--- config.mk ---
export PLATFORM = sky130hd
export DESIGN_NAME = teadec_keys
export DESIGN_NICKNAME = d
export VERILOG_FILES = /design/src/rtl/teadec_pkg.sv /design/src/rtl/teadec_keys.sv
export SDC_FILE = /design/constraint.sdc
export NUM_CORES = 1
export LEC_CHECK = 0
export ABC_AREA = 1
export ABC_CLOCK_PERIOD_IN_PS = 1100
export BUFFER_PORTS_ARGS = -buffer_cell sky130_fd_sc_hd__buf_2
export CORE_MARGIN = 4
export CORE_UTILIZATION = 51
export DETAILED_ROUTE_END_ITERATION = 12
export PLACE_DENSITY_LB_ADDON = 0.2
export RECOVER_POWER = 50
export SLEW_MARGIN = 20
export SYNTH_ARGS = -nofsm -noshare
export SYNTH_HDL_FRONTEND = slang
export SYNTH_SLANG_ARGS = --single-unit
--- constraint.sdc ---
create_clock -name clk -period 1.1 [get_ports clk]
set_input_delay 0.055 -clock clk [delete_from_list [all_inputs] [get_ports clk]]
set_output_delay 0.055 -clock clk [all_outputs]
set_load 0.02 [all_outputs]
--- src/rtl/teadec_pkg.sv ---
`timescale 1ns / 1ps
`default_nettype none
package teadec_pkg;

  localparam int Rounds = 32;
  localparam int NumCells = 2 * Rounds;

  localparam int WordW = 32;
  localparam int CfgIndexW = 8;

  localparam logic [WordW-1:0] TeaDelta = 32'h9E37_79B9;

  // Register indexes on the configuration port
  localparam logic [CfgIndexW-1:0] KeyIdxWord1 = 8'd0;
  localparam logic [CfgIndexW-1:0] KeyIdxWord2 = 8'd1;
  localparam logic [CfgIndexW-1:0] KeyIdxWord3 = 8'd2;
  localparam logic [CfgIndexW-1:0] KeyIdxWord4 = 8'd3;

  typedef struct packed {
    logic [WordW-1:0] cipher_word0;
    logic [WordW-1:0] cipher_word1;
  } cipher_t;

  typedef struct packed {
    logic [WordW-1:0] plain_word0;
    logic [WordW-1:0] plain_word1;
  } plain_t;

  typedef struct packed {
    logic [WordW-1:0] word1;
    logic [WordW-1:0] word2;
    logic [WordW-1:0] word3;
    logic [WordW-1:0] word4;
  } key_set_t;

  // Round sum for round r, counted from the first decryption round
  function automatic logic [WordW-1:0] round_sum(input int r);
    logic [WordW-1:0] count;
    count = WordW'(Rounds - r);
    return WordW'(TeaDelta * count);
  endfunction

endpackage
`default_nettype wire

--- src/rtl/teadec_keys.sv ---
`timescale 1ns / 1ps
`default_nettype none
module teadec_keys (
  input  wire logic                             clk,
  input  wire logic                             rst,
  input  wire logic                             cfg_valid,
  input  wire logic [teadec_pkg::CfgIndexW-1:0] cfg_index,
  input  wire logic [teadec_pkg::WordW-1:0]     cfg_data,
  output teadec_pkg::key_set_t                  keys
);

  always_ff @(posedge clk) begin
    if (rst) begin
      keys <= '0;
    end else if (cfg_valid) begin
      unique case (cfg_index)
        teadec_pkg::KeyIdxWord1: keys.word1 <= cfg_data;
        teadec_pkg::KeyIdxWord2: keys.word2 <= cfg_data;
        teadec_pkg::KeyIdxWord3: keys.word3 <= cfg_data;
        teadec_pkg::KeyIdxWord4: keys.word4 <= cfg_data;
        default: ;
      endcase
    end
  end

endmodule
`default_nettype wire

==> results.ini, run 1 <==
[run_status]
outcome=complete, but fails checks
violations=negative setup slack

[finish]
top_regs=keys: 128 flops
layout-drive-gt1-share=0.301
area_growth_pct=40.1
fin_area_mm2=0.00759
nFillCells=811
regArea_mm2=0.00264
largest-register=keys
fin_nets=965
largest_reg_flops=128
n_antenna_cell=0
multi_input_area_mm2=0.00229

[drt]
first_pass_iters=5
wl_per_cell_um=15.2
drc=0
wirelength_um=16200
dr.first_iter.drc_count=453
postRouteAntennaNets=0
via_per_inst=5.30
num_vias=5680

[timing]
min_period_over_period=1.01
maxSlewHeadroom=0.649
worstMarginPinSlew_ps=527
worst_slack_ps=-16.0
fmax_mhz=896
finalClockSkew_ps=0
period_minus_slack_ps=1120
setup_viol=1
slew_viol_final=0
final_hold_viol_count=0
tns_ps=-16.0

[floorplan]
die-area_mm2=0.0123
ioPinCount=171
die_y_um=111
coreArea_mm2=0.0103
fp.dieW_um=111
initial_core_util=0.525
rows=37

[power]
vdd_drop_max_mv=0.713
power_density_mw_per_mm2=1460
leakage_nw=3.45

[synth]
synth_top_area_cell=dfxtp_1
yosysWarnings=0
synth_area_leaders=dfxtp_1, a21oi_1, nand3_1
synth-seq-cells=128
syn_avg_cell_area_um2=7.16
syn-instance-count=756
synth_fp_nets=799
synth_top_area_share=0.473
synth_commonest_cells=nand2_1, nor2_1, a21oi_1, dfxtp_1, nand3_1
synth_edf_count=0
synth-main-ff-cell=dfxtp_1
ys_types=12
syn_area_mm2=0.00542
ys_async_sr_fraction=0
synth_seq_area_share=0.473

[global_route]
grt_max_degree=77
grt_pass1_wl_um=26300
first_global_vias=5335
track_usage=0.255
overflow=0
antenna_found_initial=0

[place]
portBuffers=170
dpl_cell_area_mm2=0.00625
routabilityCongestion=0.786
hpwl_um=9680

[worst_setup_path]
slowest_stage=dfxtp_1
worstPathCellList=buf_2
cp-startpoint=keys[108]$_SDFFE_PP0P_
cp-end-kind=output pin
crit_fanout=2
regToRegStartpoint=keys[0]$_SDFFE_PP0P_
required_ps=1040
cp-start-kind=register
slowest_delay_ps=350
cp.buffers_inverters=1
crit_family=flip-flops
crit_type=reg2out
cp.arrival_ps=1060

[clock_tree]
insertion_delay_ps=520
cts_tree=built
cts.sinks=128
htree_num_levels=4
cts_buffer_depth=2
clkTransAtPathRegs_ps=60
numCtsBuffers=17
cts_root_buf=clkbuf_8

[worst_hold_path]
min_from=cfg_valid
hold_class=in2reg

[flow_run]
cap_violations=0

-- stage by stage --
step                std cells  hold slack (ps)  utilization  power [W]  setup WS, ps
floorplan                 756              311            -    0.00517           148
finish                   1071             73.3        0.735     0.0110         -16.0
global placement         1007              415        0.605    0.00536          -106
CTS                      1071             55.3        0.710     0.0111         0.219
detailed placement       1007              433        0.605    0.00537          -182
global route             1071              106        0.735     0.0114         -54.5
-- repair_timing --
item                                   4_1_cts  5_1_grt
setup endpoints to repair                   56       95
buffers inserted                             0        0
resized for setup                           71      126
endpoints found under the hold margin      128        0
hold buffers                                32        0
-- power breakdown --
| part | total [W] | leakage, nW | switching (W) | internal, W |
|---|---|---|---|---|
| combinational | 0.000731 | 2.10 | 0.000457 | 0.000274 |
| clock | 0.00566 | 0.278 | 0.00209 | 0.00357 |
| sequential | 0.00465 | 1.06 | 0.00000699 | 0.00465 |
| total | 0.0110 | 3.45 | 0.00256 | 0.00849 |
-- cell type report --
class                   instances  share of cell area
repair buffers                217               0.230
clock buffers                  19              0.0582
well taps                     136              0.0224
inverters                      36              0.0181
clock inverters                13              0.0214
flip-flops and latches        128               0.348
multi-input cells             522               0.302
-- routing by layer --
layer / wire (µm) / global-route usage / vias to the layer above
met5: 0 / 0 / -
met4: 397 / 0.109 / 0
met3: 1270 / 0.0699 / 32
met2: 7970 / 0.415 / 226
met1: 6590 / 0.318 / 2630
li1: - / - / 2792
-- kinds of logic after synthesis --
group / count (synthesis) / share of synthesized area
simple gates: 394 / 0.304
compound gates: 128 / 0.118
flops: 128 / 0.473
buf+inv: 106 / 0.105
-- cells in the final DEF, fill, tap and decap left out, types with 4 or more instances in the layout --
cell type | netlist | final
buf_6 | 9 | 15
nor2_1 | 132 | 132
a21oi_1 | 128 | 128
clkinv_2 | 0 | 4
buf_2 | 29 | 50
dfxtp_1 | 128 | 67
buf_12 | 0 | 9
nand3_1 | 128 | 128
nand2_1 | 132 | 132
inv_1 | 36 | 34
dfxtp_2 | 0 | 61
clkinvlp_4 | 0 | 6
clkbuf_16 | 0 | 16
buf_4 | 18 | 107
dlygate4sd3_1 | 0 | 32
-- worst paths after layout --
path                            endpoint  cells after the start  slack [ps]
setup / recovery               keys[108]                      1         -20
hold / removal     keys[28]$_SDFFE_PP0P_                      5          70
setup reg to reg    keys[0]$_SDFFE_PP0P_                      2         440
hold reg to reg   keys[103]$_SDFFE_PP0P_                      2         480
Note: power is estimated with default switching activity, not from simulation.
==> inputs of run 2 (changes only) <==
--- a/config.mk
+++ b/config.mk
@@ -11,8 +11,9 @@
 export CORE_MARGIN = 4
 export CORE_UTILIZATION = 51
 export DETAILED_ROUTE_END_ITERATION = 12
-export PLACE_DENSITY_LB_ADDON = 0.2
+export PLACE_DENSITY = 0.86
 export RECOVER_POWER = 50
+export REMOVE_ABC_BUFFERS = 1
 export SLEW_MARGIN = 20
 export SYNTH_ARGS = -nofsm -noshare
 export SYNTH_HDL_FRONTEND = slang
==> run 2 against run 1 <==
The run still ends with negative setup slack left; routed wire length shrank 1.3%; sequential power about the same; global-route usage decreased by 1.3 points; clock power barely moved; sequential share of layout area fell by 0.40 points; hold slack got worse by 43 ps; cell area up 0.35%; critical path depth unchanged; fmax increased by 1.3%; utilization rose by 0.25 points; non-clock buffer count grew 15; highest routed layer unchanged.
==> results.ini, run 2 (synthesis results as in run 1) <==
[worst_setup_path]
slowest_stage=dfxtp_1
slowest_delay_ps=360  ; about the same
cp-start-kind=register
ff2ff_setup_slack_ps=380  ; -60 ps
crit_type=reg2out
cp.arrival_ps=1050  ; about the same
cp-end-kind=output pin
crit_family=flip-flops
crit_fanout=2  ; unchanged
required_ps=1040  ; about the same
worst_r2r_path_depth=2  ; unchanged
cp.buffers_inverters=1  ; unchanged
r2r_end=keys[47]$_SDFFE_PP0P_
worstPathCellList=buf_2
regToRegStartpoint=keys[47]$_SDFFE_PP0P_

[timing]
worstMarginPinSlew_ps=439  ; -88.2 ps
setup_viol=1  ; unchanged
min_period_over_period=1.00  ; -0.0131
fmax_mhz=908  ; +1.3%
tns_ps=-1.51  ; +14.5 ps
slew_viol_final=0  ; unchanged
holdWs_ps=30.2  ; -43.1 ps
worst_slack_ps=-1.51  ; +14.5 ps
maxSlewHeadroom=0.706  ; +0.0577
finalClockSkew_ps=0  ; unchanged
final_hold_viol_count=0  ; unchanged
period_minus_slack_ps=1100  ; -14.5 ps

[global_route]
antenna_found_initial=0  ; unchanged
grt_max_degree=67  ; -13%
overflow=0  ; unchanged
grt_pass1_wl_um=25100  ; -4.6%
track_usage=0.242  ; -0.0129
first_global_vias=5129  ; -3.9%

[clock_tree]
post_cts_buffers=0  ; unchanged
cts.sinks=128  ; unchanged
cts_root_buf=clkbuf_8
clkTransAtPathRegs_ps=60  ; about the same
cts_tree=built
insertion_delay_ps=500  ; -20 ps
cts_buffer_depth=2  ; unchanged
htree_num_levels=4  ; unchanged
numCtsBuffers=17  ; unchanged

[floorplan]
ioPinCount=171  ; unchanged
die_y_um=111  ; unchanged
fp.dieW_um=111  ; unchanged
rows=37  ; unchanged
die-area_mm2=0.0123  ; unchanged
initial_core_util=0.525  ; unchanged
coreArea_mm2=0.0103  ; unchanged

[place]
numPlacedInstances=1022  ; +1.5%
routabilityCongestion=0.781  ; -0.64%
hpwl_um=9120  ; -5.8%
portBuffers=170  ; unchanged

[finish]
final_common_cell=nor2_1
n_antenna_cell=0  ; unchanged
final_util=0.737  ; +0.00255
final_cell_mix=nor2_1, nand2_1, a21oi_1, nand3_1, buf_4
largest-register=keys
fin_cells=1086  ; +1.4%
nFillCells=755  ; -6.9%
largest_reg_flops=128  ; unchanged
layout-drive-gt1-share=0.285  ; -0.0153
area_growth_pct=40.6
fin_nets=980  ; +1.6%
top_regs=keys: 128 flops

[power]
totalPowerFinal_w=0.0111  ; +0.38%
combPwrFrac=0.067  ; about the same
p_sw_frac=0.240  ; +0.00906
clock_power_share=0.513  ; about the same
p_int_w=0.00842  ; -0.81%
p_seq_frac=0.420  ; about the same
power_density_mw_per_mm2=1460  ; about the same
vdd_drop_max_mv=1.01  ; +42%
leakage_nw=3.51  ; +1.9%
switching_power_w=0.00267  ; +4.3%

[run_status]
outcome=complete, but fails checks
violations=negative setup slack

[worst_hold_path]
worstHoldEndpoint=keys[46]$_SDFFE_PP0P_
worstHoldPathCells=4  ; -1
hold_class=in2reg
min_from=rst

[flow_run]
cap_violations=0  ; unchanged

[drt]
dr.first_iter.drc_count=506  ; +12%
wirelength_um=16000  ; -1.3%
drc=0  ; unchanged
via_per_inst=5.30  ; about the same
postRouteAntennaNets=0  ; unchanged
wl_per_cell_um=14.8  ; -2.6%
num_vias=5761  ; +1.4%
first_pass_iters=5  ; unchanged

run 2: cell count changes in the layout (fill, tap and decap cells not counted), sizes merged:
cell	delta
buf	+9
clkbuf	+4
clkinv	+1
clkinvlp	-4
inv	+5
run 2: area by class of cell:
cell class,instances,area [µm²],area share
multi-input cells,522,2290,0.300
well taps,136,170,0.0224
inverters,36,139,0.0182
repair buffers,232,1800,0.237
clock inverters,15,184,0.0242
clock buffers,17,414,0.0544
flip-flops and latches,128,2620,0.344
run 2: layer usage:
metal  GRT usage  share of wire  vias up
met2       0.399           0.50      283
met1       0.309           0.40     2620
met5           0              0        -
met3      0.0633          0.077       41
li1            -              -     2817
met4      0.0811          0.029        0
run 2: worst max-delay path by stage:
stage,start,to,slack (ps),depth (start not counted)
after floorplan,cfg_valid,keys[100]$_SDFFE_PP0P_,-3380,5
after global placement,cfg_index[7],keys[102]$_SDFFE_PP0P_,-70,9
after detailed placement,cfg_index[3],keys[89]$_SDFFE_PP0P_,-110,9
after CTS,keys[78]$_SDFFE_PP0P_,keys[78],0.8,1
after global routing,keys[111]$_SDFFE_PP0P_,keys[111],-50,1
final,keys[111]$_SDFFE_PP0P_,keys[111],-2,1
run 2: per-stage QoR:
stage          worst slack [ps]  instance area (µm²)
6_report                  -1.51                 7610
5_1_grt                   -46.7                 7610
3_3_place_gp              -72.6                 6450
2_1_floorplan             -3380                 4980
4_1_cts                   0.834                 7430
3_5_place_dp               -108                 6450
run 2: power by group through the flow:
stage,combinational (W),clock (W),sequential (W)
2_1_floorplan,0.000368,0,0.00477
3_3_place_gp,0.000619,0,0.00475
3_5_place_dp,0.000625,0,0.00475
4_1_cts,0.000718,0.00573,0.00465
5_1_grt,0.000818,0.00595,0.00465
6_report,0.000741,0.00569,0.00465
run 2: repair_timing:
| action | CTS | global route |
|---|---|---|
| gates resized for setup | 27 | 119 |
| setup endpoints to repair | 24 | 88 |
| hold endpoints to repair | 125 | 0 |
| hold buffers | 32 | 0 |
| pin swaps | 0 | 0 |
==> inputs of run 3 (changes only) <==
--- a/config.mk
+++ b/config.mk
@@ -5,13 +5,13 @@
 export SDC_FILE = /design/constraint.sdc
 export NUM_CORES = 1
 export LEC_CHECK = 0
-export ABC_AREA = 1
+export ABC_AREA = 0
 export ABC_CLOCK_PERIOD_IN_PS = 1100
 export BUFFER_PORTS_ARGS = -buffer_cell sky130_fd_sc_hd__buf_2
 export CORE_MARGIN = 4
-export CORE_UTILIZATION = 51
+export CORE_UTILIZATION = 50
 export DETAILED_ROUTE_END_ITERATION = 12
-export PLACE_DENSITY = 0.86
+export PLACE_DENSITY = 0.85
 export RECOVER_POWER = 50
 export REMOVE_ABC_BUFFERS = 1
 export SLEW_MARGIN = 20
==> run 3 against run 2 <==
The run now ends clean; largest power group unchanged; fmax up 1.8%; power down 3.3%; flip-flop and latch count unchanged; critical path type unchanged; critical endpoint is now keys[33]; largest cell class unchanged.
==> results.ini, run 3 <==
[run_status]
outcome=completed

[synth]
ys_async_sr_fraction=0  ; unchanged
yosysWarnings=0  ; unchanged
post-synth-top-count-cell=nand2b_1
synth_area_leaders=dfxtp_1, mux2i_1, nand2b_1
synth_commonest_cells=nand2b_1, dfxtp_1, mux2i_1
ys_types=11  ; -1
synth_edf_count=0  ; unchanged
syn-instance-count=452  ; -40%
syn_area_mm2=0.00515  ; -4.8%
synth_seq_area_share=0.497  ; +0.0240
synth-main-ff-cell=dfxtp_1
syn_avg_cell_area_um2=11.4  ; +59%
synth_top_area_cell=dfxtp_1
synth-seq-cells=128  ; unchanged
synth_top_area_share=0.497  ; +0.0240

[clock_tree]
cts_buffer_depth=2  ; unchanged
insertion_delay_ps=500  ; about the same
numCtsBuffers=17  ; unchanged
clkTransAtPathRegs_ps=60  ; about the same
cts_root_buf=clkbuf_8
htree_num_levels=4  ; unchanged
cts_tree=built
cts.sinks=128  ; unchanged

[timing]
setup_viol=0  ; -1
min_period_over_period=0.984  ; -0.0177
maxSlewHeadroom=0.782  ; +0.0758
final_hold_viol_count=0  ; unchanged
period_minus_slack_ps=1080  ; -19.5 ps
worstMarginPinSlew_ps=327  ; -112 ps
tns_ps=0  ; +1.51 ps
slew_viol_final=0  ; unchanged
fmax_mhz=924  ; +1.8%
holdWs_ps=173  ; +143 ps
finalClockSkew_ps=0  ; unchanged

[worst_setup_path]
slowest_delay_ps=360  ; about the same
crit_fanout=2  ; unchanged
r2r_end=keys[50]$_SDFFE_PP0P_
regToRegStartpoint=keys[50]$_SDFFE_PP0P_
slowest_stage=dfxtp_1
worstPathCellList=buf_4
cp-start-kind=register
crit_family=flip-flops
ff2ff_setup_slack_ps=440  ; +60 ps
crit_type=reg2out
path_depth=1  ; unchanged
worst_r2r_path_depth=2  ; unchanged
cp-end-kind=output pin
required_ps=1040  ; about the same
cp.buffers_inverters=1  ; unchanged
cp.arrival_ps=1030  ; -20 ps

[flow_run]
cap_violations=0  ; unchanged

[finish]
fin_area_mm2=0.00732  ; -3.9%
final_common_cell=nand2b_1
top_regs=keys: 128 flops
fin_nets=700  ; -29%
fin_cells=803  ; -26%
largest_reg_flops=128  ; unchanged
nFillCells=693  ; -8.2%
regArea_mm2=0.00260  ; -0.72%
n_antenna_cell=0  ; unchanged
final_cell_mix=nand2b_1, mux2i_1, buf_4, dfxtp_1, buf_2
area_growth_pct=42.0
layout-drive-gt1-share=0.366  ; +0.0804
largest-register=keys
multi_input_area_mm2=0.00236  ; +3.4%

[place]
dpl_cell_area_mm2=0.00616  ; -4.5%
portBuffers=170  ; unchanged
numPlacedInstances=739  ; -28%
hpwl_um=8330  ; -8.7%
routabilityCongestion=0.742  ; -5.0%

[drt]
num_vias=3898  ; -32%
wl_met3_um=867  ; -30%
drt-met1-wl_um=5400  ; -15%
top_layer_used=met4
drc=0  ; unchanged
postRouteAntennaNets=0  ; unchanged
via_per_inst=4.85  ; -8.5%
first_pass_iters=4  ; -1
wl_met2_um=6540  ; -18%
wl_per_cell_um=16.2  ; +10%
wirelength_um=13000  ; -19%
dr.first_iter.drc_count=177  ; -65%

[worst_hold_path]
min_from=rst
hold_class=in2reg
worstHoldPathCells=4  ; unchanged
worstHoldEndpoint=keys[40]$_SDFFE_PP0P_

[power]
leakage_nw=3.73  ; +6.2%
p_seq_frac=0.434  ; +0.014
switching_power_w=0.00228  ; -15%
p_sw_frac=0.212  ; -0.0280
totalPowerFinal_w=0.0107  ; -3.3%
p_int_w=0.00844  ; +0.25%
combPwrFrac=0.044  ; -0.023
vdd_drop_max_mv=0.865  ; -15%
clock_power_share=0.523  ; +0.010
power_density_mw_per_mm2=1460  ; +0.58%

[floorplan]
ioPinCount=171  ; unchanged
rows=36  ; -2.7%
coreArea_mm2=0.00991  ; -4.0%
initial_core_util=0.520  ; -0.00446
die-area_mm2=0.0120  ; -2.7%
die_y_um=110  ; -1.4%
fp.dieW_um=110  ; -1.4%

[global_route]
grt_max_degree=84  ; +25%
overflow=0  ; unchanged
antenna_found_initial=0  ; unchanged
track_usage=0.213  ; -0.0293
first_global_vias=4053  ; -21%
grt_pass1_wl_um=19900  ; -21%

-- run 3: cell types whose count changed after synthesis, moves of 10 or more --
cell / before / now
clkbuf_1: 4 / 17
buf_4: 18 / 0
buf_1: 10 / 0
nor2_1: 132 / 0
mux2i_1: 0 / 128
inv_1: 36 / 0
buf_2: 29 / 0
a21oi_1: 128 / 0
nand3_1: 128 / 0
nand2b_1: 0 / 160
nand2_1: 132 / 0
-- run 3: worst max-delay path by stage --
| stage | to | startpoint |
|---|---|---|
| finish | keys[33] | keys[33]$_SDFFE_PP0P_ |
| global route | keys[33] | keys[33]$_SDFFE_PP0P_ |
| CTS | keys[97] | keys[97]$_SDFFE_PP0P_ |
| detailed placement | keys[119]$_SDFFE_PP0P_ | cfg_index[6] |
| global placement | keys[105]$_SDFFE_PP0P_ | cfg_index[6] |
| floorplan | keys[64]$_SDFFE_PP0P_ | cfg_index[6] |
-- run 3: stage by stage --
step | setup slack, ps | util
CTS | 0.179 | 0.723
floorplan | -663 | -
global placement | -221 | 0.622
global route | -18.4 | 0.739
finish | 18.0 | 0.739
detailed placement | -247 | 0.622
-- run 3: logic make-up after synthesis --
group	after synthesis	synth area share
flip-flops	128	0.497
buffers and inverters	30	0.0430
AND/OR/NAND/NOR	166	0.211
multiplexers	128	0.249
-- run 3: power groups by stage --
stage | Sequential, W | Combinational, W | Clock [W]
finish | 0.00465 | 0.000468 | 0.00560
global route | 0.00464 | 0.000509 | 0.00589
CTS | 0.00465 | 0.000470 | 0.00570
detailed placement | 0.00475 | 0.000379 | 0
global placement | 0.00475 | 0.000369 | 0
floorplan | 0.00475 | 0.000174 | 0
-- run 3: repair_timing --
action,CTS,global route
hold endpoints to repair,128,0
hold buffers,32,0
endpoints found under the setup margin,35,85
gates resized for setup,38,96
buffers inserted,0,0
-- run 3: final cells by class --
cell class / instances / share of cell area
multi-input combinational: 294 / 0.323
clock inverter: 12 / 0.0217
tap: 133 / 0.0227
timing repair buffer: 216 / 0.218
sequential: 128 / 0.355
clock buffer: 20 / 0.0595
-- run 3: layer usage --
layer / global-route usage / vias up
li1: - / 1912
met1: 0.247 / 1844
met2: 0.364 / 123
met3: 0.0705 / 19
met4: 0.0793 / 0
met5: 0 / -
