--- config.mk ---
export PLATFORM = sky130hd
export DESIGN_NAME = teadec_cell
export DESIGN_NICKNAME = d
export VERILOG_FILES = /design/src/rtl/teadec_pkg.sv /design/src/rtl/teadec_cell.sv
export SDC_FILE = /design/constraint.sdc
export NUM_CORES = 1
export LEC_CHECK = 0
export BUFFER_PORTS_ARGS = -buffer_cell sky130_fd_sc_hd__buf_4
export CAP_MARGIN = 20
export CORE_ASPECT_RATIO = 0.75
export CORE_MARGIN = 2
export CORE_UTILIZATION = 55
export DETAILED_ROUTE_END_ITERATION = 7
export GPL_TIMING_DRIVEN = 0
export HOLD_SLACK_MARGIN = 0.05
export PLACE_DENSITY = 0.93
export SKIP_CTS_REPAIR_TIMING = 1
export SLEW_MARGIN = 10
export SYNTH_ARGS = -nofsm -noshare
export SYNTH_HDL_FRONTEND = slang
export SYNTH_SLANG_ARGS = --single-unit
--- constraint.sdc ---
create_clock -name clk -period 15.16 [get_ports clk]
set_input_delay 2.274 -clock clk [delete_from_list [all_inputs] [get_ports clk]]
set_output_delay 2.274 -clock clk [all_outputs]
set_load 0.01 [all_outputs]
--- src/rtl/teadec_pkg.sv ---
`timescale 1ns / 1ps
`default_nettype none
package teadec_pkg;

  localparam int Rounds = 32;
  localparam int NumCells = 2 * Rounds;

  localparam int WordW = 32;
  localparam int CfgIndexW = 8;

  localparam logic [WordW-1:0] TeaDelta = 32'h9E37_79B9;

  // Register indexes on the configuration port
  localparam logic [CfgIndexW-1:0] KeyIdxWord1 = 8'd0;
  localparam logic [CfgIndexW-1:0] KeyIdxWord2 = 8'd1;
  localparam logic [CfgIndexW-1:0] KeyIdxWord3 = 8'd2;
  localparam logic [CfgIndexW-1:0] KeyIdxWord4 = 8'd3;

  typedef struct packed {
    logic [WordW-1:0] cipher_word0;
    logic [WordW-1:0] cipher_word1;
  } cipher_t;

  typedef struct packed {
    logic [WordW-1:0] plain_word0;
    logic [WordW-1:0] plain_word1;
  } plain_t;

  typedef struct packed {
    logic [WordW-1:0] word1;
    logic [WordW-1:0] word2;
    logic [WordW-1:0] word3;
    logic [WordW-1:0] word4;
  } key_set_t;

  // Round sum for round r, counted from the first decryption round
  function automatic logic [WordW-1:0] round_sum(input int r);
    logic [WordW-1:0] count;
    count = WordW'(Rounds - r);
    return WordW'(TeaDelta * count);
  endfunction

endpackage
`default_nettype wire

--- src/rtl/teadec_cell.sv ---
`timescale 1ns / 1ps
`default_nettype none
// One half round: q -= mix(p), then hand the pair on swapped.
module teadec_cell (
  input  wire logic                         clk,
  input  wire logic                         rst,
  input  wire logic                         up_valid,
  output logic                              up_ready,
  input  wire logic [teadec_pkg::WordW-1:0] up_p,
  input  wire logic [teadec_pkg::WordW-1:0] up_q,
  input  wire logic [teadec_pkg::WordW-1:0] key_l,
  input  wire logic [teadec_pkg::WordW-1:0] key_r,
  input  wire logic [teadec_pkg::WordW-1:0] sum,
  output logic                              down_valid,
  input  wire logic                         down_ready,
  output logic [teadec_pkg::WordW-1:0]      down_p,
  output logic [teadec_pkg::WordW-1:0]      down_q
);

  logic                         valid;
  logic [teadec_pkg::WordW-1:0] p;
  logic [teadec_pkg::WordW-1:0] q;
  logic [teadec_pkg::WordW-1:0] mix;
  logic [teadec_pkg::WordW-1:0] q_next;

  assign mix = ((up_p << 4) + key_l) ^ (up_p + sum)
             ^ (teadec_pkg::WordW'($signed(up_p) >>> 5) + key_r);
  assign q_next = up_q - mix;

  assign up_ready = !valid || down_ready;

  always_ff @(posedge clk) begin
    if (rst) begin
      valid <= 1'b0;
    end else if (up_ready) begin
      valid <= up_valid;
    end
  end

  always_ff @(posedge clk) begin
    if (up_ready && up_valid) begin
      p <= q_next;
      q <= up_p;
    end
  end

  assign down_valid = valid;
  assign down_p     = p;
  assign down_q     = q;

  a_hold_when_stalled: assert property (@(posedge clk) disable iff (rst)
    valid && !down_ready |=> valid && $stable(p) && $stable(q))
    else $error("cell lost or changed a stalled word pair");

endmodule
`default_nettype wire

==> results of run 1 <==
sequential cells by signal, indices dropped and copies added, names as in the netlist:
signal / flops
down_p: 32
down_q: 32
down_valid: 1
metal layers:
layer | vias to the layer above | track usage (%)
li1 | 3920 | -
met1 | 3911 | 44.5
met2 | 664 | 50.4
met3 | 118 | 8.35
met4 | 0 | 14.0
met5 | - | 0
cells in the mapped netlist (all sizes together), types with 7 or more instances:
master,number,share of area [%]
xnor2,139,15
xor2,34,3.6
a21o,57,5.1
nand2,57,2.6
o21bai,15,1.4
a21oi,111,7.0
nand3,26,1.6
o21a,15,1.3
nand2b,13,0.97
nor2,40,1.8
nor2b,12,0.90
ha,120,18
a31oi,9,0.67
and3,12,0.90
o211ai,7,0.63
a211oi,12,1.1
edfxtp,64,23
inv,35,1.6
clkbuf,9,0.42
o21ai,57,3.5
metrics by stage:
step                setup WS, ps  hold slack [ps]  cells  cell area [um^2]
finish                      8220              554   1366             10600
global route                7900              594   1366             10600
global placement            8060              503   1350             10300
CTS                         8340              550   1366             10600
detailed placement          8010              539   1350             10300
floorplan                   8750              593    921              8360
worst paths after layout:
check	start	end	slack, ps	cells past startpoint
max reg2reg	down_valid$_SDFFE_PP0N_	down_q[17]$_DFFE_PP_	13590	2
min reg2reg	down_valid$_SDFFE_PP0N_	down_valid$_SDFFE_PP0N_	550	2
min	down_valid$_SDFFE_PP0N_	down_valid$_SDFFE_PP0N_	550	2
max	up_p[0]	down_p[29]$_DFFE_PP_	8220	25
power by group:
part,internal (W),switching [W],leakage [nW]
sequential,0.000286,0.0000134,0.627
clock,0.000127,0.0000816,0.139
combinational,0.000450,0.000538,4.04
worst max-delay path, delay by kind of cell:
kind / cells / cell delay, ps
AOI/OAI and AO/OA: 12 / 2510
and+or+nand+nor: 5 / 810
adders and majority gates: 3 / 730
buffers and inverters: 3 / 380
xor gates and xnor gates: 2 / 310
cell families (layout without fill, tap and decap cells):
logic type      count (synthesis)  in the layout  share of synthesized area, %
flops                          65             65                          23.2
xor+xnor                      175            175                          18.7
simple gates                  187            187                          10.9
compound gates                326            326                          26.3
buf+inv                        44            289                          1.99
fa+ha+maj                     124            124                          18.9
final cells by class:
| type | count | area share, % |
|---|---|---|
| well taps | 200 | 2.36 |
| clock buffers | 11 | 2.19 |
| flip-flops and latches | 65 | 18.3 |
| plain buffers | 9 | 0.330 |
| multi-input cells | 812 | 58.9 |
| inverters | 35 | 1.24 |
| clock inverters | 5 | 0.530 |
| repair buffers | 229 | 16.2 |
==> summary.txt, run 1 <==
Final layout
  – Area of combinational cells with multiple inputs: 6250 um^2
  – Most frequent standard cell in the layout excluding fill and tap cells: sky130_fd_sc_hd__buf_4
  – End-of-flow core utilization: 72.5%
  – Area occupied by registers: 1940 um^2
  – Layout-stage area growth over the synthesis result: 27.0%
  – Filler instances: 1025
  – Number of antenna diodes: 0
  – Share of layout cells above drive strength 1: 24.1%
  – Net count of the finished layout: 1449
  – Most frequent cells in the layout: 229 x sky130_fd_sc_hd__buf_4, 139 x sky130_fd_sc_hd__xnor2_1, 120 x sky130_fd_sc_hd__ha_1, 104 x sky130_fd_sc_hd__a21oi_1, 64 x sky130_fd_sc_hd__edfxtp_1

Routing
  – Number of DRC violations after detailed routing: 0
  – Wire length on met1: 10.8 mm
  – Detail Route Antenna Nets: 0
  – Routed wire per std cell: 20.2 um
  – Detailed-route vias per instance: 6.31
  – Total met3 wirelength after detailed routing: 3.63 mm
  – Uppermost metal layer occupied by signal nets: met4
  – Sum of routed wire length over all layers: 27.6 mm
  – Via count: 8613
  – Detailed Route Iter0 Violations: 1060
  – Number of iterations in the first detailed-routing pass: 6
  – Met2 wire len: 11.8 mm

Power
  – Leak Pwr: 4.80 nW
  – Power density cells: 141 nW/um^2
  – Worst vdd rail ir drop: 0.0803 mV
  – Final Power: 0.00150 W

Synth
  – Syn Area/Cell: 9.08 um^2
  – Number of different library cells in the post-synthesis netlist: 71
  – Syn nets: 1209
  – Async S/R FF share, synth: 0%
  – Number of instances in the synthesized netlist: 921
  – Mapped Area: 8360 um^2
  – Most common flop cell mapped by yosys: sky130_fd_sc_hd__edfxtp_1
  – Number of synthesized flops with an enable pin: 64
  – Register bit total from synthesis: 65
  – Number of warning messages in the yosys log: 0
  – Sequential element share of the synthesized area: 23.2%

Worst setup path
  – Worst-path cell with the longest stage delay: sky130_fd_sc_hd__a221oi_2
  – Largest stage delay on the critical path: 350 ps
  – Worst path arrival time: 7030 ps
  – Maximum fanout encountered on the critical timing path: 7
  – Critical path endpoint category: flip-flop
  – Kind of critical path: primary input to flip-flop
  – Cell mode on critical path: sky130_fd_sc_hd__a21o_1
  – Required time worst endpoint: 15240 ps
  – Critical Path Start Type: primary input

STA
  – Final setup violation count: 0
  – Final TNS setup: 0 ps
  – F_max: 0.144 GHz
  – Post-route clock period utilization: 45.8%
  – Unrepaired setup endpoints after global routing: no
  – Number of pins with negative max-slew slack in the final report: 0
  – Transition at the pin with the smallest max-transition slack: 864 ps
  – Maximum clock skew at final layout: 4.82 ps
  – Final critical-path required period: 6940 ps
  – Hold Violations, Final: 0
  – Normalized max-slew margin: 42.4%

Place
  – HPWL after DPL: 22.4 mm
  – Port-buffer cells: 229
  – Placer's final routability congestion estimate: 1.09

Clock network
  – CTS tree: done
  – Clock insertion delay at the later pin of the skew report: 330 ps
  – Sinks on Clock Net: 65
  – CTS H-tree lvls: 3
  – TritonCTS Buffers: 9
  – Max Buffers Root-to-Sink: 2
  – Clock transition time at the flip-flop clock pins of the worst setup and hold paths: 60 ps
  – Root Buffer Master: sky130_fd_sc_hd__clkbuf_16

Floorplanning
  – Total number of placement rows: 38
  – Die Footprint: 16200 um^2
  – Vert. Die Dim: 111 um
  – Die width: 146 um
  – Area of the core: 14600 um^2
  – Top-level port count: 230
  – Starting Density: 57.1%

GRT
  – Overall global routing resource usage: 33.0%
  – First-pass GRT wire length: 42.4 mm
  – Overall overflow remaining after global route: 0
  – Number of global-route vias before repair: 8160
  – Largest net degree at the start of global routing: 65
  – Antenna violations before repair: 0

Job
  – Number of max-cap violations: 0

Worst hold path
  – Classification of the worst-slack hold path: flip-flop to flip-flop

Status
  – Status: finished clean
Power figures use the tool's default switching activity.
==> run 2, diff against run 1 <==
CORE_UTILIZATION = 49   (was 55)
PLACE_DENSITY = 0.88   (was 0.93)
clock period = 5.7 ns   (was 15.16 ns; I/O delays follow)
==> summary.txt, run 2 (synthesized netlist as in run 1, its figures left out) <==
STA
  – Normalized max-slew margin: 42.2% (was 42.4%)
  – Final critical-path required period: 5410 ps
  – Transition at the pin with the smallest max-transition slack: 868 ps (was 864 ps)
  – F_max: 0.185 GHz
  – Hold Violations, Final: 0 (unchanged)
  – Final setup violation count: 0 (unchanged)
  – Post-route clock period utilization: 94.9%
  – Maximum clock skew at final layout: 5.10 ps (was 4.82 ps)
  – Unrepaired setup endpoints after global routing: no (unchanged)
  – Number of pins with negative max-slew slack in the final report: 0 (unchanged)

Power
  – Worst vdd rail ir drop: 0.161 mV (was 0.0803 mV)
  – Power density cells: 377 nW/um^2 (was 141 nW/um^2)
  – Leak Pwr: 4.84 nW (was 4.80 nW)
  – Final Power: 0.00404 W (was 0.00150 W)

Worst setup path
  – Maximum fanout encountered on the critical timing path: 5 (was 7)
  – Kind of critical path: primary input to flip-flop (unchanged)
  – Worst path arrival time: 5500 ps (was 7030 ps)
  – Reg2Reg Depth: 2 (unchanged)
  – Number of buffer and inverter instances along the worst setup path: 2 (was 3)
  – Worst-path cell with the longest stage delay: sky130_fd_sc_hd__ha_1 (was sky130_fd_sc_hd__a221oi_2)
  – Endpoint of the lowest-slack register-to-register path: down_q[23]$_DFFE_PP_ (was down_q[17]$_DFFE_PP_)
  – Required time worst endpoint: 5790 ps (was 15240 ps)
  – Critical-path cell list: buf_4, ha_1, inv_1, fa_1, nor2b_1, o21a_1, o211a_1, or2_1, a21oi_2, nor3_1, or2_2, xnor2_1, xnor2_1, xnor2_1, ha_1, a21oi_1, o21ai_0, a22o_1, a21o_1, a221oi_4, o21ai_1, o21a_1, nor2_1, xnor2_1
  – Family of cells with the greatest summed delay on the critical path: compound AO/OA/AOI/OAI gates (unchanged)
  – Cell mode on critical path: sky130_fd_sc_hd__xnor2_1 (was sky130_fd_sc_hd__a21o_1)
  – Critical Path Start Type: primary input (unchanged)
  – Worst R2R Setup Slack: 4130 ps (was 13590 ps)
  – Launch point of the worst reg-to-reg path: down_valid$_SDFFE_PP0N_ (unchanged)
  – Critical path endpoint category: flip-flop (unchanged)
  – Largest stage delay on the critical path: 350 ps (about the same)

Clock network
  – TritonCTS Buffers: 9 (unchanged)
  – Max Buffers Root-to-Sink: 2 (unchanged)
  – Sinks on Clock Net: 65 (unchanged)
  – CTS H-tree lvls: 3 (unchanged)
  – Clock transition time at the flip-flop clock pins of the worst setup and hold paths: 60 ps (about the same)
  – Clock insertion delay at the later pin of the skew report: 350 ps (was 330 ps)
  – CTS tree: done (unchanged)
  – Root Buffer Master: sky130_fd_sc_hd__clkbuf_16 (unchanged)

Final layout
  – Net count of the finished layout: 1449 (unchanged)
  – Share of layout cells above drive strength 1: 24.4% (was 24.1%)
  – Area of combinational cells with multiple inputs: 6290 um^2 (was 6250 um^2)
  – Area occupied by registers: 1940 um^2 (unchanged)
  – Most frequent cells in the layout: 229 x sky130_fd_sc_hd__buf_4, 138 x sky130_fd_sc_hd__xnor2_1, 120 x sky130_fd_sc_hd__ha_1, 103 x sky130_fd_sc_hd__a21oi_1, 64 x sky130_fd_sc_hd__edfxtp_1 (was 229 x sky130_fd_sc_hd__buf_4, 139 x sky130_fd_sc_hd__xnor2_1, 120 x sky130_fd_sc_hd__ha_1, 104 x sky130_fd_sc_hd__a21oi_1, 64 x sky130_fd_sc_hd__edfxtp_1)
  – Final std cells w/o fill: 1381 (was 1366)
  – Layout-stage area growth over the synthesis result: 28.2% (was 27.0%)
  – Filler instances: 1397 (was 1025)
  – Most frequent standard cell in the layout excluding fill and tap cells: sky130_fd_sc_hd__buf_4 (unchanged)
  – Number of antenna diodes: 0 (unchanged)

Status
  – Status: finished clean (unchanged)

Routing
  – Sum of routed wire length over all layers: 27.1 mm (was 27.6 mm)
  – Detailed-route vias per instance: 6.06 (was 6.31)
  – Via count: 8362 (was 8613)
  – Detailed Route Iter0 Violations: 774 (was 1060)
  – Routed wire per std cell: 19.6 um (was 20.2 um)
  – Number of iterations in the first detailed-routing pass: 8 (was 6)
  – Number of DRC violations after detailed routing: 0 (unchanged)
  – Detail Route Antenna Nets: 0 (unchanged)

GRT
  – Overall global routing resource usage: 29.2% (was 33.0%)
  – Overall overflow remaining after global route: 0 (unchanged)
  – Largest net degree at the start of global routing: 65 (unchanged)
  – Antenna violations before repair: 0 (unchanged)
  – First-pass GRT wire length: 40.7 mm (was 42.4 mm)
  – Number of global-route vias before repair: 7521 (was 8160)

Floorplanning
  – Die width: 155 um (was 146 um)
  – Die Footprint: 18100 um^2 (was 16200 um^2)
  – Vert. Die Dim: 117 um (was 111 um)
  – Starting Density: 49.8% (was 57.1%)
  – Top-level port count: 230 (unchanged)
  – Area of the core: 16800 um^2 (was 14600 um^2)
  – Total number of placement rows: 41 (was 38)

Place
  – Placer's final routability congestion estimate: 0.983 (was 1.09)
  – Port-buffer cells: 229 (unchanged)
  – HPWL after DPL: 22.6 mm (was 22.4 mm)
  – Cell count after placement: 1365 (was 1350)

Worst hold path
  – Classification of the worst-slack hold path: flip-flop to flip-flop (unchanged)
  – Startpoint of the worst hold path: down_valid$_SDFFE_PP0N_ (unchanged)
  – Number of cells on the worst hold path: 2 (unchanged)
  – Endpoint with the worst hold slack: down_valid$_SDFFE_PP0N_ (unchanged)

Job
  – Number of max-cap violations: 0 (unchanged)
## run 2: where the power goes
group / switching [W] / internal, W
combinational: 0.00142 / 0.00121
sequential: 0.0000357 / 0.000760
clock: 0.000225 / 0.000396
total: 0.00168 / 0.00236
## run 2: cell type report
class	count	area share [%]
Sequential cell	65	18.1
Multi-Input combinational cell	812	58.7
Tap cell	215	2.51
Inverter	35	1.23
Clock inverter	6	0.841
Clock buffer	10	2.23
Buffer	9	0.327
Timing Repair Buffer	229	16.0
## run 2: per-stage QoR
stage                     hold slack (ps)  worst slack, ps  setup TNS, ps  util (%)  cell area, um^2
after floorplan                       593              706              0         -             8360
after global placement                512            -11.1          -11.1      61.7            10300
after detailed placement              550            -42.4          -45.5      61.7            10300
after CTS                             561              277              0      63.7            10700
after global routing                  585             10.8              0      63.9            10700
final                                 554              288              0      63.9            10700
## run 2: how the worst max path moves through the flow
stage          slack [ps]  startpoint  cells past startpoint              endpoint
3_5_place_dp          -40     up_p[0]                     25  down_p[29]$_DFFE_PP_
5_1_grt                10     up_p[0]                     24  down_p[29]$_DFFE_PP_
2_1_floorplan         710     up_p[5]                     24  down_p[29]$_DFFE_PP_
6_report              290     up_p[0]                     24  down_p[29]$_DFFE_PP_
4_1_cts               280     up_p[0]                     25  down_p[29]$_DFFE_PP_
3_3_place_gp          -10     up_p[0]                     25  down_p[29]$_DFFE_PP_
## run 2: worst reg2reg max path, stage by stage, from the launching register on
cell and delay [ps]:
sky130_fd_sc_hd__dfxtp_1 310, sky130_fd_sc_hd__nand2b_1 120, sky130_fd_sc_hd__and2_4 740
## run 2: layer usage
| metal | share of wire, % | track usage, % |
|---|---|---|
| met2 | 43 | 44.0 |
| met3 | 10 | 7.36 |
| met1 | 45 | 42.2 |
| met4 | 2.2 | 6.73 |
| met5 | 0 | 0 |
==> run 3, diff against run 2 <==
--- a/config.mk
+++ b/config.mk
@@ -9,5 +9,7 @@
 export CAP_MARGIN = 20
+export CELL_PAD_IN_SITES_DETAIL_PLACEMENT = 0
+export CELL_PAD_IN_SITES_GLOBAL_PLACEMENT = 2
 export CORE_ASPECT_RATIO = 0.75
 export CORE_MARGIN = 2
-export CORE_UTILIZATION = 49
+export CORE_UTILIZATION = 29
 export DETAILED_ROUTE_END_ITERATION = 7
==> constraint.sdc (replaced) <==
create_clock -name clk -period 5.7 [get_ports clk]
set_input_delay 1.14 -clock clk [delete_from_list [all_inputs] [get_ports clk]]
set_output_delay 1.14 -clock clk [all_outputs]
set_load 0.01 [all_outputs]
==> summary.txt, run 3 (synthesized netlist as in run 1, its figures left out) <==
STA
  – Transition at the pin with the smallest max-transition slack: 702 ps (was 868 ps)
  – Number of pins with negative max-slew slack in the final report: 0 (unchanged)
  – Final TNS setup: 0 ps (unchanged)
  – Post-route clock period utilization: 95.6% (was 94.9%)
  – Final critical-path required period: 5450 ps (was 5410 ps)
  – Hold Violations, Final: 0 (unchanged)
  – Final setup violation count: 0 (unchanged)
  – Normalized max-slew margin: 52.6% (was 42.2%)
  – F_max: 0.183 GHz (was 0.185 GHz)
  – Maximum clock skew at final layout: 12.4 ps (was 5.10 ps)

Clock network
  – Clock insertion delay at the later pin of the skew report: 360 ps (was 350 ps)
  – CTS tree: done (unchanged)
  – CTS H-tree lvls: 3 (unchanged)
  – Sinks on Clock Net: 65 (unchanged)
  – Max Buffers Root-to-Sink: 2 (unchanged)
  – TritonCTS Buffers: 9 (unchanged)
  – Root Buffer Master: sky130_fd_sc_hd__clkbuf_16 (unchanged)
  – Clock transition time at the flip-flop clock pins of the worst setup and hold paths: 60 ps (about the same)

Worst setup path
  – Cell mode on critical path: sky130_fd_sc_hd__o21a_1 (was sky130_fd_sc_hd__xnor2_1)
  – Worst path arrival time: 5550 ps (was 5500 ps)
  – Critical Path Start Type: primary input (unchanged)
  – Family of cells with the greatest summed delay on the critical path: compound AO/OA/AOI/OAI gates (unchanged)
  – Kind of critical path: primary input to flip-flop (unchanged)
  – Largest stage delay on the critical path: 320 ps (was 350 ps)
  – Critical-path cell list: buf_4, ha_1, a211oi_1, o21bai_1, o21a_1, a221o_1, a21oi_2, nor2b_1, o21a_1, nor2_1, xnor2_1, xnor2_2, ha_1, nand2_1, o21ai_1, a22o_1, a21o_1, a221oi_4, o21ai_2, o21a_1, nor2_1, xnor2_1 (was buf_4, ha_1, inv_1, fa_1, nor2b_1, o21a_1, o211a_1, or2_1, a21oi_2, nor3_1, or2_2, xnor2_1, xnor2_1, xnor2_1, ha_1, a21oi_1, o21ai_0, a22o_1, a21o_1, a221oi_4, o21ai_1, o21a_1, nor2_1, xnor2_1)
  – Critical path endpoint category: flip-flop (unchanged)
  – Required time worst endpoint: 5800 ps (was 5790 ps)
  – Maximum fanout encountered on the critical timing path: 5 (unchanged)
  – Worst-path cell with the longest stage delay: sky130_fd_sc_hd__a221o_1 (was sky130_fd_sc_hd__ha_1)
  – Number of buffer and inverter instances along the worst setup path: 1 (was 2)

Final layout
  – Filler instances: 2865 (was 1397)
  – End-of-flow core utilization: 39.2% (was 63.9%)
  – Most frequent standard cell in the layout excluding fill and tap cells: sky130_fd_sc_hd__buf_4 (unchanged)
  – Net count of the finished layout: 1451 (was 1449)
  – Share of layout cells above drive strength 1: 25.9% (was 24.4%)
  – Area of combinational cells with multiple inputs: 6390 um^2 (was 6290 um^2)
  – Most frequent cells in the layout: 232 x sky130_fd_sc_hd__buf_4, 131 x sky130_fd_sc_hd__xnor2_1, 118 x sky130_fd_sc_hd__ha_1, 100 x sky130_fd_sc_hd__a21oi_1, 64 x sky130_fd_sc_hd__edfxtp_1 (was 229 x sky130_fd_sc_hd__buf_4, 138 x sky130_fd_sc_hd__xnor2_1, 120 x sky130_fd_sc_hd__ha_1, 103 x sky130_fd_sc_hd__a21oi_1, 64 x sky130_fd_sc_hd__edfxtp_1)
  – Layout-stage area growth over the synthesis result: 32.1% (was 28.2%)
  – Area occupied by registers: 1940 um^2 (unchanged)

Place
  – Placer's final routability congestion estimate: 0.921 (was 0.983)
  – HPWL after DPL: 24.7 mm (was 22.6 mm)
  – Port-buffer cells: 229 (unchanged)

Routing
  – Routed wire per std cell: 18.6 um (was 19.6 um)
  – Detailed-route vias per instance: 5.01 (was 6.06)
  – Via count: 7794 (was 8362)
  – Detail Route Antenna Nets: 0 (unchanged)
  – Detailed Route Iter0 Violations: 459 (was 774)
  – Number of iterations in the first detailed-routing pass: 4 (was 8)
  – Sum of routed wire length over all layers: 28.9 mm (was 27.1 mm)
  – Number of DRC violations after detailed routing: 0 (unchanged)

Power
  – Worst vdd rail ir drop: 0.151 mV (was 0.161 mV)
  – Final Power: 0.00405 W (was 0.00404 W)
  – Leak Pwr: 4.88 nW (was 4.84 nW)
  – Power density cells: 367 nW/um^2 (was 377 nW/um^2)

Job
  – Number of max-cap violations: 0 (unchanged)

Worst hold path
  – Classification of the worst-slack hold path: flip-flop to flip-flop (unchanged)

Floorplanning
  – Die Footprint: 30200 um^2 (was 18100 um^2)
  – Die width: 200 um (was 155 um)
  – Total number of placement rows: 53 (was 41)
  – Vert. Die Dim: 151 um (was 117 um)
  – Starting Density: 29.7% (was 49.8%)
  – Area of the core: 28200 um^2 (was 16800 um^2)
  – Top-level port count: 230 (unchanged)

GRT
  – First-pass GRT wire length: 42.8 mm (was 40.7 mm)
  – Antenna violations before repair: 1 (was 0)
  – Largest net degree at the start of global routing: 38 (was 65)
  – Number of global-route vias before repair: 7453 (was 7521)
  – Overall overflow remaining after global route: 0 (unchanged)
  – Overall global routing resource usage: 19.1% (was 29.2%)

Status
  – Status: finished clean (unchanged)
==> run 3: cell types whose count changed in the layout (fill, tap and decap cells not counted), sizes merged <==
cell,change
bufinv,-1
clkbuf,-3
inv,-1
diode,+2
buf,+4
clkinv,+2
clkinvlp,+1
==> run 3: path summary, 6_finish.rpt <==
kind,startpoint,depth (start not counted),slack (ps),endpoint
min,down_valid$_SDFFE_PP0N_,2,540,down_valid$_SDFFE_PP0N_
min reg2reg,down_valid$_SDFFE_PP0N_,2,540,down_valid$_SDFFE_PP0N_
max,up_p[1],22,250,down_p[29]$_DFFE_PP_
max reg2reg,down_valid$_SDFFE_PP0N_,3,4220,down_q[13]$_DFFE_PP_
==> run 3: metrics by stage <==
stage | hold slack (ps) | setup WS [ps] | cells | area [um^2]
after floorplan | 593 | 421 | 921 | 8360
after global placement | 503 | -390 | 1535 | 10600
after detailed placement | 529 | -451 | 1536 | 10600
after CTS | 540 | -74.7 | 1552 | 10900
after global routing | 574 | -8.97 | 1554 | 11000
final | 539 | 250 | 1555 | 11000
==> run 3: power breakdown <==
part / switching [W] / leakage [nW] / internal [W]
Clock: 0.000245 / 0.139 / 0.000338
Sequential: 0.0000364 / 0.627 / 0.000760
Combinational: 0.00142 / 4.12 / 0.00125
Total: 0.00170 / 4.88 / 0.00235
==> run 3: layout make-up <==
cell class / count / share of cell area (%)
multi-input combinational: 812 / 57.9
timing repair buffer: 233 / 16.0
buffer: 7 / 0.249
tap: 385 / 4.36
sequential: 65 / 17.6
clock inverter: 7 / 0.646
clock buffer: 9 / 2.04
antenna: 2 / 0.0453
inverter: 35 / 1.19
==> run 3: worst min-delay path: stages (launching register included) <==
cell and delay (ps):
sky130_fd_sc_hd__dfxtp_1 310, sky130_fd_sc_hd__nand2b_1 110, sky130_fd_sc_hd__a21oi_1 80
==> run 3: metal layers <==
metal  vias up  GRT usage (%)  part of all wire (%)
li1       3924              -                     -
met1      3647           29.1                    52
met2       190           27.0                    41
met3        33           2.92                   4.4
met4         0           6.56                   2.5
met5         -              0                     0
